File: config.mk
export PLATFORM = sky130hd
export DESIGN_NAME = go_back_n_receiver_crc32
export DESIGN_NICKNAME = d
export VERILOG_FILES = /design/src/hdl/gbnr_pkg.sv /design/src/hdl/go_back_n_receiver_crc32.sv
export VERILOG_INCLUDE_DIRS = /design/src /design/src/hdl
export SDC_FILE = /design/constraint.sdc
export NUM_CORES = 1
export LEC_CHECK = 0
export BUFFER_PORTS_ARGS = -buffer_cell sky130_fd_sc_hd__buf_2
export CORE_ASPECT_RATIO = 1.75
export CORE_MARGIN = 2
export CORE_UTILIZATION = 43
export CTS_CLUSTER_SIZE = 10
export DETAILED_ROUTE_END_ITERATION = 8
export PLACE_DENSITY = 0.65
export SYNTH_ARGS = -nofsm -noshare
export SYNTH_HDL_FRONTEND = slang
export SYNTH_SLANG_ARGS = --single-unit
File: constraint.sdc
create_clock -name clk -period 12.3 [get_ports clk]
set_input_delay 1.845 -clock clk [delete_from_list [all_inputs] [get_ports clk]]
set_output_delay 1.845 -clock clk [all_outputs]
set_load 0.005 [all_outputs]
File: src/hdl/go_back_n_receiver_crc32_defines.svh
// Assertion macros for the Go-Back-N receiver.
// Included by the top level; the SYNTH define removes the assertion bodies.
`ifndef GO_BACK_N_RECEIVER_CRC32_DEFINES_SVH
`define GO_BACK_N_RECEIVER_CRC32_DEFINES_SVH

`ifndef SYNTH

// Same-cycle implication, checked out of reset
`define GBNR_ASSERT_IMP(lbl, clk, rst_n, ante, cons) \
  lbl: assert property (@(posedge clk) disable iff (!rst_n) (ante) |-> (cons)) \
    else $error("gbnr assertion failed");

// Next-cycle implication, checked out of reset
`define GBNR_ASSERT_NXT(lbl, clk, rst_n, ante, cons) \
  lbl: assert property (@(posedge clk) disable iff (!rst_n) (ante) |=> (cons)) \
    else $error("gbnr assertion failed");

`else

`define GBNR_ASSERT_IMP(lbl, clk, rst_n, ante, cons)
`define GBNR_ASSERT_NXT(lbl, clk, rst_n, ante, cons)

`endif

`endif

File: src/hdl/gbnr_pkg.sv
// Types, codes and the CRC-32 byte update for the Go-Back-N receiver.
// No dependencies; used by go_back_n_receiver_crc32.
package gbnr_pkg;

  // Sizes
  localparam logic [9:0]  PAYLOAD_CAPACITY = 10'd1014;
  localparam logic [9:0]  LIMIT_RESET      = 10'd1014;

  // CRC-32, reflected
  localparam logic [31:0] CRC_INIT = 32'hFFFF_FFFF;
  localparam logic [31:0] CRC_POLY = 32'hEDB8_8320;

  // Item modes
  localparam logic [1:0] MODE_BYTE    = 2'd0;
  localparam logic [1:0] MODE_EOP     = 2'd1;
  localparam logic [1:0] MODE_TIMEOUT = 2'd2;

  // Verdict codes
  localparam logic [2:0] VERDICT_IGNORED   = 3'd0;
  localparam logic [2:0] VERDICT_ACCEPTED  = 3'd1;
  localparam logic [2:0] VERDICT_DUPLICATE = 3'd2;
  localparam logic [2:0] VERDICT_OUT_ORDER = 3'd3;
  localparam logic [2:0] VERDICT_TIMEOUT   = 3'd4;

  typedef struct packed {
    logic [1:0]  mode;
    logic [7:0]  data_byte;
    logic [31:0] seq_number;
    logic [31:0] packet_crc;
  } in_item_t;

  typedef struct packed {
    logic [2:0]  verdict;
    logic        ack_valid;
    logic [31:0] ack_number;
    logic        commit;
    logic        transfer_done;
    logic [9:0]  payload_count;
    logic [31:0] bytes_total;
  } out_item_t;

  // Fold one byte into the running CRC, eight bit steps unrolled
  function automatic logic [31:0] crc_fold(input logic [31:0] c, input logic [7:0] b);
    logic [31:0] v;
    v = c ^ {24'd0, b};
    for (int k = 0; k < 8; k++) begin
      v = (v >> 1) ^ (v[0] ? CRC_POLY : 32'd0);
    end
    return v;
  endfunction

endpackage

File: src/hdl/go_back_n_receiver_crc32.sv
// Go-Back-N receiver: per-packet CRC-32 check, byte count and ack decision.
// One item per clock is accepted unless the input side stalls; the result of
// an end-of-packet or timeout item is formed in the input register, where the
// CRC byte update and the sequence compare run, and is then held in the
// result register. Payload-byte items give no result. The input side stalls
// only when the result register holds an untaken result and the item in the
// input register would produce another. Configuration writes are always taken.
// Depends on gbnr_pkg and go_back_n_receiver_crc32_defines.svh.
`include "go_back_n_receiver_crc32_defines.svh"

module go_back_n_receiver_crc32 (
  input  logic               clk,
  input  logic               rst_n,
  // Input items
  input  logic               in_valid,
  output logic               in_ready,
  input  gbnr_pkg::in_item_t  in_data,
  // Results
  output logic               out_valid,
  input  logic               out_ready,
  output gbnr_pkg::out_item_t out_data,
  // Payload limit register
  input  logic               cfg_valid,
  output logic               cfg_ready,
  input  logic [9:0]         cfg_data
);

  // Configuration and packet state
  logic [9:0]  payload_limit_r;
  logic [31:0] crc_r,       crc_nxt;
  logic [9:0]  byte_count_r, byte_count_nxt;
  logic        oversize_r,  oversize_nxt;
  logic [31:0] expected_r,  expected_nxt;
  logic [31:0] committed_r, committed_nxt;

  // Pipeline registers
  logic                s1_valid_r;
  gbnr_pkg::in_item_t  s1_r;
  logic                out_valid_r;
  gbnr_pkg::out_item_t out_r;

  logic                res_valid;
  gbnr_pkg::out_item_t res;
  logic                s1_adv;
  logic [9:0]          lim;
  logic [31:0]         commit_sum;

  assign cfg_ready = 1'b1;

  // Limit capped at the buffer capacity
  assign lim = (payload_limit_r > gbnr_pkg::PAYLOAD_CAPACITY) ?
               gbnr_pkg::PAYLOAD_CAPACITY : payload_limit_r;

  // Results only for end-of-packet and timeout
  assign res_valid = (s1_r.mode == gbnr_pkg::MODE_EOP) ||
                     (s1_r.mode == gbnr_pkg::MODE_TIMEOUT);
  assign s1_adv    = s1_valid_r && (!res_valid || !out_valid_r || out_ready);
  assign in_ready  = !s1_valid_r || s1_adv;

  assign commit_sum = committed_r + {22'd0, byte_count_r};

  // Per-item decision
  always_comb begin
    crc_nxt        = crc_r;
    byte_count_nxt = byte_count_r;
    oversize_nxt   = oversize_r;
    expected_nxt   = expected_r;
    committed_nxt  = committed_r;
    res            = '0;
    case (s1_r.mode)
      gbnr_pkg::MODE_BYTE: begin
        crc_nxt = gbnr_pkg::crc_fold(crc_r, s1_r.data_byte);
        if (byte_count_r < lim) begin
          byte_count_nxt = byte_count_r + 10'd1;
        end else begin
          oversize_nxt = 1'b1;
        end
      end
      gbnr_pkg::MODE_EOP: begin
        res.payload_count = byte_count_r;
        if (oversize_r || (~crc_r != s1_r.packet_crc)) begin
          res.verdict = gbnr_pkg::VERDICT_IGNORED;
        end else if (s1_r.seq_number == expected_r) begin
          res.verdict       = gbnr_pkg::VERDICT_ACCEPTED;
          res.ack_valid     = 1'b1;
          res.ack_number    = s1_r.seq_number;
          res.commit        = 1'b1;
          res.transfer_done = (byte_count_r < lim);
          committed_nxt     = commit_sum;
          expected_nxt      = expected_r + 32'd1;
        end else if (s1_r.seq_number < expected_r) begin
          res.verdict    = gbnr_pkg::VERDICT_DUPLICATE;
          res.ack_valid  = 1'b1;
          res.ack_number = s1_r.seq_number;
        end else begin
          res.verdict    = gbnr_pkg::VERDICT_OUT_ORDER;
          res.ack_valid  = 1'b1;
          res.ack_number = (expected_r != 32'd0) ? expected_r - 32'd1 : 32'd0;
        end
        res.bytes_total = committed_nxt;
        crc_nxt         = gbnr_pkg::CRC_INIT;
        byte_count_nxt  = 10'd0;
        oversize_nxt    = 1'b0;
        if (res.transfer_done) begin
          expected_nxt  = 32'd0;
          committed_nxt = 32'd0;
        end
      end
      gbnr_pkg::MODE_TIMEOUT: begin
        res.verdict       = gbnr_pkg::VERDICT_TIMEOUT;
        res.transfer_done = 1'b1;
        if (expected_r != 32'd0) begin
          res.ack_valid  = 1'b1;
          res.ack_number = expected_r - 32'd1;
        end
        res.bytes_total = committed_r;
        crc_nxt         = gbnr_pkg::CRC_INIT;
        byte_count_nxt  = 10'd0;
        oversize_nxt    = 1'b0;
        expected_nxt    = 32'd0;
        committed_nxt   = 32'd0;
      end
      default: begin
        // unused mode: no result, no state change
      end
    endcase
  end

  // Control and state registers
  always_ff @(posedge clk) begin
    if (!rst_n) begin
      payload_limit_r <= gbnr_pkg::LIMIT_RESET;
      crc_r           <= gbnr_pkg::CRC_INIT;
      byte_count_r    <= 10'd0;
      oversize_r      <= 1'b0;
      expected_r      <= 32'd0;
      committed_r     <= 32'd0;
      s1_valid_r      <= 1'b0;
      out_valid_r     <= 1'b0;
    end else begin
      if (cfg_valid && cfg_ready) begin
        payload_limit_r <= cfg_data;
      end
      if (in_ready) begin
        s1_valid_r <= in_valid;
      end
      if (s1_adv) begin
        crc_r        <= crc_nxt;
        byte_count_r <= byte_count_nxt;
        oversize_r   <= oversize_nxt;
        expected_r   <= expected_nxt;
        committed_r  <= committed_nxt;
      end
      if (s1_adv && res_valid) begin
        out_valid_r <= 1'b1;
      end else if (out_ready) begin
        out_valid_r <= 1'b0;
      end
    end
  end

  // Payload registers
  always_ff @(posedge clk) begin
    if (in_valid && in_ready) begin
      s1_r <= in_data;
    end
    if (s1_adv && res_valid) begin
      out_r <= res;
    end
  end

  assign out_valid = out_valid_r;
  assign out_data  = out_r;

  // Checks
  `GBNR_ASSERT_IMP(a_commit_is_accept, clk, rst_n, out_valid_r && out_r.commit, out_r.ack_valid && (out_r.verdict == gbnr_pkg::VERDICT_ACCEPTED))
  `GBNR_ASSERT_IMP(a_ack_zero_when_none, clk, rst_n, out_valid_r && !out_r.ack_valid, out_r.ack_number == 32'd0)
  `GBNR_ASSERT_NXT(a_timeout_clears, clk, rst_n, s1_adv && (s1_r.mode == gbnr_pkg::MODE_TIMEOUT), (expected_r == 32'd0) && (byte_count_r == 10'd0) && !oversize_r)
  `GBNR_ASSERT_IMP(a_count_capped, clk, rst_n, 1'b1, byte_count_r <= gbnr_pkg::PAYLOAD_CAPACITY)
  `GBNR_ASSERT_IMP(a_ready_when_empty, clk, rst_n, !s1_valid_r, in_ready)

endmodule
==> metrics.cfg, run 1 <==
[sta]
maxSlewHeadroom_pct = 26.53
fin_crit_sh_pct = 36.54
max_freq_ghz = 0.2225
drv_slew = 0
skew_ns = 0.01752
worst_pin_slew_ns = 1.102
tns_ns = 0
rsz0062_at_grt = false
setup_violations = 0
fin_ws_ns = 7.806
final-hold-violation-count = 0
min_period_ns = 4.494

[power]
p_sw_uw = 515.6
pwr-share-seq_pct = 48.9
vdd_drop_max_v = 0.00009991
clkPwrFrac_pct = 39.6
p_sw_share_pct = 24.69
power.density_nw_per_um2 = 130.9
power_leakage_nw = 5.813
p_comb_share_pct = 11.5
intPower_mw = 1.573

[synth]
syn_inst = 1348
syn_area_per_cell_um2 = 10.26
synth-warning-count = 0
ys_seq_area_share_pct = 50.68
synthFlopType = edfxtp_1
synth.largest_area_cell = edfxtp_1
synth_top_area_share_pct = 33.45
synth-async-reset-ratio_pct = 0
syn-num-nets = 1497
syn-cell-area_um2 = 13830
synth.distinct_cells = 70
ys_top_cells_by_area = edfxtp_1 33%, dfxtp_1 17%, xnor2_1 8.9%
synth_seq_cells = 273
synth_edf_count = 154

[clocking]
ctsHoldBuffers = 0
cts_num_sinks = 273
h-tree-depth = 1
cts_buffer_depth = 3
post_cts_resize_count = 0
cts_inserted_buffers = 31
cts_tree = built
insertion_delay_ns = 0.57
path_clk_slew_ns = 0.06
cts-root-buf = clkbuf_16
postCtsSetupRepairBufs = 0

[die]
die_area_um2 = 33660
die_h_um = 241.2
initial_utilization_pct = 43.70
die_w_um = 139.5
io_pins = 172
fp.coreArea_um2 = 31640
placementRows = 86

[cells_and_area]
post-route-util_pct = 50.44
n_antenna_cell = 0
areaGrowthSynthToFinish_pct = 15.41
nets = 1654
fin_area_um2 = 15960
drive_above_1_share_pct = 15.38

[place]
dp_hpwl_mm = 25.10
postPlaceCellArea_um2 = 15080
port_buffers = 170
gp_congestion = 0.8715
place_ws_ns = 7.643

[drt]
drtIter0Drc = 589
drtPass1Iterations = 5
routed-via-count = 10710
drc_errors = 0
ant_nets = 0
routedWlPerCell_um = 18.11
vias_per_cell = 5.568
routed_wl_mm = 34.84

[outcome]
status = finished, final reports clean

[worst_setup_path]
required_ns = 12.70
cp.arrival_ns = 4.90
startpoint_type = register
critPathMaxFanout = 30
path_class = reg2reg
worst_r2r_path_depth = 10
critPathCaptureType = register

[global_routing]
antenna_found_initial = 1
grtUsageTotal_pct = 20.24
grt_pass1_wl_mm = 54.91
grt_overflow_total = 0
grt_max_degree = 84
grt_pass1_vias = 10730

[run]
maxCapViolations = 0

[hold_path]
min_path_type = reg2reg
holdPathStages = 2

[sequential cells by signal (all words and copies together), names as in the netlist]
register,count
out_data,80
s1_r,74
committed_r,32
crc_r,32
expected_r,32
byte_count_r,10
payload_limit_r,10
out_valid,1
oversize_r,1
s1_valid_r,1
[cell families (layout without fill, tap and decap cells)]
kind of cell / after synthesis / in the layout / synth area share [%]
other cells: 1 / 1 / 0.02712
fa+ha+maj: 60 / 60 / 5.484
mux: 9 / 9 / 0.6607
flops: 273 / 273 / 50.68
buf+inv: 122 / 302 / 3.412
xor+xnor: 175 / 175 / 11.09
simple gates: 409 / 409 / 14.87
compound gates: 299 / 299 / 13.78
[layer usage]
metal	vias up	wire length (um)	global-route usage (%)	share of wire, %
met5	-	9	0	0.026
met4	2	1136	8.000	3.3
met3	72	1572	2.877	4.5
met2	299	18580	38.29	53
met1	5088	13540	22.81	39
li1	5252	-	-	-
[final cells by class]
class                           instances  area, um^2
Inverter                               61       230.2
Clock inverter                          1       8.758
Tap cell                              396       495.5
Clock buffer                           55       865.8
Multi-Input combinational cell        953        6386
Fill cell                            2954       15680
Timing Repair Buffer                  185       963.4
Sequential cell                       273        7007
[critical path, stage by stage (launching register included)]
cell	delay, ns
dfxtp_1	0.47
inv_1	0.09
ha_1	0.30
nand4_1	0.15
nor4_1	0.59
and2_1	0.34
nand4_1	0.49
o21bai_1	0.82
nand2_1	0.12
nand2_1	0.82
nor2_1	0.12
[synth_stat cells, types with 20 or more instances]
library cell,n
xnor2_1,140
o21ai_0,69
clkbuf_1,48
edfxtp_1,154
nor2_1,85
o2bb2ai_1,31
o22ai_1,35
nand2_1,120
and2_1,20
nor3_1,25
nor4_1,25
inv_1,59
nand4_1,44
xor2_1,35
nand3_1,30
dfxtp_1,119
a21oi_1,70
ha_1,59
[power groups by stage]
stage,combinational (mW),sequential (mW),clock [mW]
after global placement,0.235,1.04,0
after floorplan,0.171,1.04,0
after detailed placement,0.239,1.04,0
after global routing,0.265,1.03,0.879
final,0.240,1.02,0.826
after CTS,0.241,1.02,0.846
[path summary, 6_finish.rpt]
kind,start,to,slack (ns)
max reg2reg,expected_r[25],expected_r[18],7.81
min reg2reg,committed_r[22],committed_r[22],0.49
min,committed_r[22],committed_r[22],0.49
max,expected_r[25],expected_r[18],7.81
[cells in the final DEF, fill, tap and decap left out, types with 3 or more instances in the layout]
master	netlist	routed
buf_2	8	170
edfxtp_1	154	154
xnor2_1	140	140
nand2_1	120	120
dfxtp_1	119	119
nor2_1	85	84
a21oi_1	70	70
o21ai_0	69	69
ha_1	59	59
inv_1	59	58
nand4_1	44	44
o22ai_1	35	35
xor2_1	35	35
o2bb2ai_1	31	31
clkbuf_16	0	31
nand3_1	30	30
nor4_1	25	25
nor3_1	25	25
clkbuf_1	48	24
and2_1	20	20
o31ai_1	17	17
a31oi_1	16	15
buf_4	1	15
o211ai_1	12	12
or3_1	11	11
a22o_1	11	11
and3_1	10	10
a21o_1	9	9
mux2i_1	8	8
and4_1	6	6
a211oi_1	5	5
or4_1	5	5
nand2b_1	4	4
nor2b_1	4	4
nor3b_1	3	3
or2_2	3	3
o21ai_1	3	3
[per-stage QoR]
stage          hold slack (ns)  power [mW]  instances
6_report                0.4899       2.088       1924
5_1_grt                 0.5231       2.169       1924
4_1_cts                 0.4951       2.109       1924
3_5_place_dp            0.4860       1.280       1868
3_3_place_gp            0.4672       1.276       1868
2_1_floorplan           0.4514       1.208       1348
Power figures use the tool's default switching activity.
==> run 2: changes to the inputs <==
==> constraint.sdc (replaced) <==
create_clock -name clk -period 4.25 [get_ports clk]
set_input_delay 0.6375 -clock clk [delete_from_list [all_inputs] [get_ports clk]]
set_output_delay 0.6375 -clock clk [all_outputs]
set_load 0.005 [all_outputs]
==> run 2 against run 1 <==
  * Register-to-register slack worse by 7.3 ns
  * Combinational power rose to 3.0 times the previous value
  * Critical path depth up 1
  * Sequential power rose to 2.9 times the previous value
  * Clock power rose to 2.9 times the previous value
  * Sequential cell count unchanged
  * Wire length up 2.3%
  * Clock-buffer cell count up 1
==> metrics.cfg, run 2 (synthesis results as in run 1) <==
[drt]
routed-via-count = 10760  ; was 10710
drtPass1Iterations = 5  ; unchanged
drtIter0Drc = 583  ; was 589
vias_per_cell = 5.539  ; was 5.568
routed_wl_mm = 35.64  ; was 34.84 mm
routedWlPerCell_um = 18.35  ; was 18.11 um
ant_nets = 0  ; unchanged
drc_errors = 0  ; unchanged

[clocking]
cts_buffer_depth = 3  ; unchanged
cts_tree = built  ; unchanged
post_cts_resize_count = 0  ; unchanged
insertion_delay_ns = 0.56  ; was 0.57 ns
cts_inserted_buffers = 31  ; unchanged
h-tree-depth = 1  ; unchanged
ctsHoldBuffers = 0  ; unchanged
postCtsSetupRepairBufs = 0  ; unchanged
path_clk_slew_ns = 0.06  ; about the same
cts_num_sinks = 273  ; unchanged
cts-root-buf = clkbuf_16  ; unchanged

[worst_setup_path]
critPathCaptureType = register  ; unchanged
startpoint_type = register  ; unchanged
critPathMaxFanout = 7  ; was 30
cp.arrival_ns = 4.20  ; was 4.90 ns
reg2reg_slack_ns = 0.49  ; was 7.81 ns
path_class = reg2reg  ; unchanged
required_ns = 4.70  ; was 12.70 ns

[sta]
skew_ns = 0.01221  ; was 0.01752 ns
setup_violations = 0  ; unchanged
fin_crit_sh_pct = 88.40  ; was 36.54%
hold_ws_ns = 0.2487  ; was 0.4899 ns
maxSlewHeadroom_pct = 36.25  ; was 26.53%
min_period_ns = 3.757  ; was 4.494 ns
tns_ns = 0  ; unchanged
worst_pin_slew_ns = 0.9495  ; was 1.102 ns
final-hold-violation-count = 0  ; unchanged
drv_slew = 0  ; unchanged
max_freq_ghz = 0.2662  ; was 0.2225 GHz
rsz0062_at_grt = false  ; unchanged

[cells_and_area]
areaGrowthSynthToFinish_pct = 16.69  ; was 15.41%
nets = 1671  ; was 1654
drive_above_1_share_pct = 16.38  ; was 15.38%
layout.cells.most_common = buf_2  ; unchanged
ff_latch_area_um2 = 7007  ; unchanged
final_cell_mix = 170 x buf_2, 154 x edfxtp_1, 140 x xnor2_1  ; unchanged
fillers = 2913  ; was 2954
multi_input_area_um2 = 6391  ; was 6386 um^2
largest_reg_flops = 80  ; unchanged
fin_cells = 1942  ; was 1924

[power]
power_leakage_nw = 5.914  ; was 5.813 nW
power.density_nw_per_um2 = 377.1  ; was 130.9 nW/um^2
p_sw_mw = 1.486  ; was 515.6 uW
clkPwrFrac_pct = 39.7  ; was 39.6%
p_comb_share_pct = 11.7  ; was 11.5%
intPower_mw = 4.597  ; was 1.573 mW
pwr-share-seq_pct = 48.6  ; was 48.9%
vdd_drop_max_v = 0.0003125  ; was 0.00009991 V
p_sw_share_pct = 24.43  ; was 24.69%

[global_routing]
grt_pass1_wl_mm = 55.41  ; was 54.91 mm
grt_max_degree = 75  ; was 84
antenna_found_initial = 1  ; unchanged
grt_overflow_total = 0  ; unchanged
grtUsageTotal_pct = 20.56  ; was 20.24%
grt_pass1_vias = 10570  ; was 10730

[die]
io_pins = 172  ; unchanged
die_h_um = 241.2  ; unchanged
placementRows = 86  ; unchanged
fp.coreArea_um2 = 31640  ; unchanged
die_area_um2 = 33660  ; unchanged
die_w_um = 139.5  ; unchanged
initial_utilization_pct = 43.70  ; unchanged

[place]
port_buffers = 170  ; unchanged
gp_congestion = 0.8812  ; was 0.8715
dp_hpwl_mm = 26.07  ; was 25.10 mm
placed_cells = 1885  ; was 1868

[run]
maxCapViolations = 0  ; unchanged

[hold_path]
min_path_type = in2reg  ; was reg2reg

[outcome]
status = finished, final reports clean  ; unchanged

==> run 2: cell types whose count changed in the layout (fill, tap and decap cells not counted) <==
cell,change
clkbuf_16,+1
buf_4,+15
diode_2,+1
nor3_2,+1
buf_12,+2
nor3_1,-1
clkinv_4,-1
==> run 2: power by group through the flow <==
| stage | clock network (mW) | logic (mW) | registers [mW] |
|---|---|---|---|
| 6_report | 2.41 | 0.712 | 2.96 |
| 5_1_grt | 2.58 | 0.782 | 2.97 |
| 4_1_cts | 2.47 | 0.714 | 2.96 |
| 3_5_place_dp | 0 | 0.710 | 3.01 |
| 3_3_place_gp | 0 | 0.700 | 3.01 |
| 2_1_floorplan | 0 | 0.494 | 3.00 |
==> run 2: layout make-up <==
class                           count  share of cell area (%)
Antenna cell                        1                 0.01551
Tap cell                          396                   3.071
Clock buffer                       56                   5.522
Multi-Input combinational cell    953                   39.62
Timing Repair Buffer              202                   6.918
Inverter                           61                   1.427
Sequential cell                   273                   43.43
==> run 2: layer usage <==
layer  up-vias  global-route usage [%]  share of wire, %
met5         -                       0                 0
met4         0                   7.848               3.3
met3        64                   2.837               4.7
met2       274                   38.50                52
met1      5130                   23.69                40
li1       5288                       -                 -
==> run 2: critical path, cell delays in order (launching register included) <==
cell,delay (ns)
dfxtp_1,0.45
inv_1,0.14
ha_1,0.35
nand4_1,0.21
nor4_1,0.44
nand3_1,0.22
or4b_4,0.62
a211oi_2,0.58
buf_4,0.28
nand4_1,0.13
xnor2_1,0.17
nor2_1,0.05
==> run 2: worst paths after layout <==
kind,start,end,depth (start not counted)
worst max-delay path,expected_r[15],expected_r[15],11
worst min-delay path,in_data[57],s1_r[57],1
worst max register to register,expected_r[15],expected_r[15],11
worst min register to register,committed_r[22],committed_r[22],2
==> run 2: stage by stage <==
stage / cell area [um^2] / setup slack [ns] / power (mW) / util [%]
2_1_floorplan: 13830 / 0.2750 / 3.493 / -
4_1_cts: 16130 / 0.4860 / 6.147 / 50.99
3_5_place_dp: 15240 / 0.5044 / 3.723 / 48.17
5_1_grt: 16130 / 0.2202 / 6.331 / 51.00
3_3_place_gp: 15240 / 0.6602 / 3.712 / 48.17
6_report: 16130 / 0.4930 / 6.083 / 51.00
==> run 3: changes to the inputs <==
--- a/config.mk
+++ b/config.mk
@@ -6,13 +6,16 @@
 export SDC_FILE = /design/constraint.sdc
 export NUM_CORES = 1
 export LEC_CHECK = 0
+export ABC_AREA = 1
 export BUFFER_PORTS_ARGS = -buffer_cell sky130_fd_sc_hd__buf_2
+export CELL_PAD_IN_SITES_DETAIL_PLACEMENT = 1
+export CELL_PAD_IN_SITES_GLOBAL_PLACEMENT = 1
 export CORE_ASPECT_RATIO = 1.75
 export CORE_MARGIN = 2
 export CORE_UTILIZATION = 43
 export CTS_CLUSTER_SIZE = 10
 export DETAILED_ROUTE_END_ITERATION = 8
-export PLACE_DENSITY = 0.65
+export PLACE_DENSITY = 0.83
 export SYNTH_ARGS = -nofsm -noshare
 export SYNTH_HDL_FRONTEND = slang
 export SYNTH_SLANG_ARGS = --single-unit
==> run 3 against run 2 <==
  * Sequential power about the same
  * Largest power group unchanged
  * Setup slack better by 0.22 ns
  * Critical path depth rose by 4
  * Clock-buffer cell count is 1 higher
  * Register-to-register slack gained 0.22 ns
  * Clock power grew 14%
==> metrics.cfg, run 3 <==
[outcome]
status = finished, final reports clean  ; unchanged

[synth]
synthFlopType = edfxtp_1  ; unchanged
synth.distinct_cells = 45  ; was 70
syn-cell-area_um2 = 16930  ; was 13830 um^2
ys_top_cells_by_area = edfxtp_1 27%, nand2_1 16%, dfxtp_1 14%  ; was edfxtp_1 33%, dfxtp_1 17%, xnor2_1 8.9%
ys_top_cells_by_count = 706 x nand2_1, 263 x inv_1, 250 x nor2_1  ; was 154 x edfxtp_1, 140 x xnor2_1, 120 x nand2_1
synth.largest_area_cell = edfxtp_1  ; unchanged
synth-async-reset-ratio_pct = 0  ; unchanged
synth_edf_count = 154  ; unchanged
syn_area_per_cell_um2 = 7.181  ; was 10.26 um^2
post-synth-top-count-cell = nand2_1  ; was edfxtp_1
synth_top_area_share_pct = 27.32  ; was 33.45%
synth-warning-count = 0  ; unchanged
syn_inst = 2357  ; was 1348
syn-num-nets = 2506  ; was 1497
synth_seq_cells = 273  ; unchanged
ys_seq_area_share_pct = 41.40  ; was 50.68%

[sta]
hold_ws_ns = 0.2668  ; was 0.2487 ns
worst_pin_slew_ns = 0.9924  ; was 0.9495 ns
setup_violations = 0  ; unchanged
fin_crit_sh_pct = 83.12  ; was 88.40%
drv_slew = 0  ; unchanged
maxSlewHeadroom_pct = 33.84  ; was 36.25%
tns_ns = 0  ; unchanged
fin_ws_ns = 0.7176  ; was 0.4930 ns
min_period_ns = 3.532  ; was 3.757 ns
final-hold-violation-count = 0  ; unchanged
skew_ns = 0.02540  ; was 0.01221 ns
max_freq_ghz = 0.2831  ; was 0.2662 GHz
rsz0062_at_grt = false  ; unchanged

[die]
die_w_um = 154.0  ; was 139.5 um
fp.coreArea_um2 = 39040  ; was 31640 um^2
placementRows = 96  ; was 86
io_pins = 172  ; unchanged
initial_utilization_pct = 43.36  ; was 43.70%
die_h_um = 266.5  ; was 241.2 um
die_area_um2 = 41030  ; was 33660 um^2

[global_routing]
grt_overflow_total = 0  ; unchanged
grt_pass1_wl_mm = 95.89  ; was 55.41 mm
grt_max_degree = 67  ; was 75
grtUsageTotal_pct = 29.83  ; was 20.56%
grt_pass1_vias = 18030  ; was 10570
antenna_found_initial = 1  ; unchanged

[cells_and_area]
drive_above_1_share_pct = 10.80  ; was 16.38%
final_cell_mix = 706 x nand2_1, 261 x inv_1, 248 x nor2_1  ; was 170 x buf_2, 154 x edfxtp_1, 140 x xnor2_1
fin_area_um2 = 19270  ; was 16130 um^2
fin_cells = 3026  ; was 1942
largest_reg_flops = 80  ; unchanged
areaGrowthSynthToFinish_pct = 13.83  ; was 16.69%
n_antenna_cell = 0  ; was 1
nets = 2659  ; was 1671
layout.cells.most_common = nand2_1  ; was buf_2

[worst_setup_path]
cp.arrival_ns = 3.93  ; was 4.20 ns
critPathMaxFanout = 24  ; was 7
critPathCaptureType = register  ; unchanged
startpoint_type = register  ; unchanged
path_class = reg2reg  ; unchanged
required_ns = 4.65  ; was 4.70 ns

[drt]
ant_nets = 0  ; unchanged
routedWlPerCell_um = 20.44  ; was 18.35 um
drtPass1Iterations = 5  ; unchanged
routed-via-count = 16760  ; was 10760
drtIter0Drc = 748  ; was 583
vias_per_cell = 5.539  ; about the same
drc_errors = 0  ; unchanged
routed_wl_mm = 61.86  ; was 35.64 mm

[place]
dp_hpwl_mm = 47.37  ; was 26.07 mm
gp_congestion = 0.9821  ; was 0.8812
postPlaceCellArea_um2 = 18240  ; was 15240 um^2
placed_cells = 2964  ; was 1885
port_buffers = 170  ; unchanged
place_ws_ns = 0.7894  ; was 0.5044 ns

[clocking]
cts-root-buf = clkbuf_16  ; unchanged
post_cts_resize_count = 0  ; unchanged
postCtsSetupRepairBufs = 0  ; unchanged
path_clk_slew_ns = 0.06  ; about the same
cts_tree = built  ; unchanged
ctsHoldBuffers = 0  ; unchanged
insertion_delay_ns = 0.54  ; was 0.56 ns
h-tree-depth = 2  ; was 1
cts_num_sinks = 273  ; unchanged
cts_buffer_depth = 3  ; unchanged
cts_inserted_buffers = 34  ; was 31

[power]
power_leakage_nw = 8.561  ; was 5.914 nW
vdd_drop_max_v = 0.0003285  ; was 0.0003125 V
power.density_nw_per_um2 = 342.9  ; was 377.1 nW/um^2

[hold_path]
min_path_type = in2reg  ; unchanged

[run]
maxCapViolations = 0  ; unchanged

==> run 3: path summary, 6_finish.rpt <==
check,slack (ns),startpoint,to,cells after the start
max,0.72,expected_r[15],expected_r[19],15
min reg2reg,0.49,payload_limit_r[1],payload_limit_r[1],2
min,0.27,in_data[2],s1_r[2],1
max reg2reg,0.72,expected_r[15],expected_r[19],15
==> run 3: cell families (layout without fill, tap and decap cells) <==
group	after synthesis	in the layout	synth area share, %
buf+inv	345	524	8.043
simple gates	1256	1256	30.81
fa+ha+maj	60	60	4.480
other cells	1	1	0.02215
compound gates	331	331	10.34
xor+xnor	91	91	4.908
flops	273	273	41.40
==> run 3: where the power goes <==
| group | switching, mW | internal (mW) |
|---|---|---|
| sequential | 0.0822 | 2.89 |
| clock | 1.17 | 1.57 |
| combinational | 0.611 | 0.286 |
| total | 1.86 | 4.75 |
==> run 3: routing by layer <==
metal  up-vias  global-route usage (%)  routed length [um]
met3       194                   3.069                2034
li1       8000                       -                   -
met4         0                   17.98                3934
met1      8162                   30.66               22670
met5         -                       0                   0
met2       405                   57.50               33220
==> run 3: worst max-delay path: stages, from the launching register on <==
cell	delay, ns
dfxtp_1	0.44
inv_1	0.14
ha_1	0.33
nand2_1	0.08
inv_1	0.06
nand3_1	0.11
nor2_1	0.24
nand2_1	0.18
nor2_1	0.32
nand4_2	0.14
buf_4	0.21
nand2_1	0.13
nand2_2	0.31
o21ai_2	0.24
buf_4	0.36
nor2_1	0.09
==> run 3: area by class of cell <==
class | count | area, um^2
sequential | 273 | 7007
fill | 5053 | 19770
multi-input combinational | 1739 | 8563
clock buffer | 57 | 978.4
timing repair buffer | 196 | 1059
clock inverter | 5 | 46.29
inverter | 266 | 1001
tap | 490 | 613.1
==> run 3: metrics by stage <==
| step | power (mW) | util, % |
|---|---|---|
| after detailed placement | 3.913 | 46.73 |
| after CTS | 6.659 | 49.36 |
| after global placement | 3.875 | 46.73 |
| after global routing | 6.860 | 49.36 |
| final | 6.608 | 49.36 |
| after floorplan | 3.580 | - |
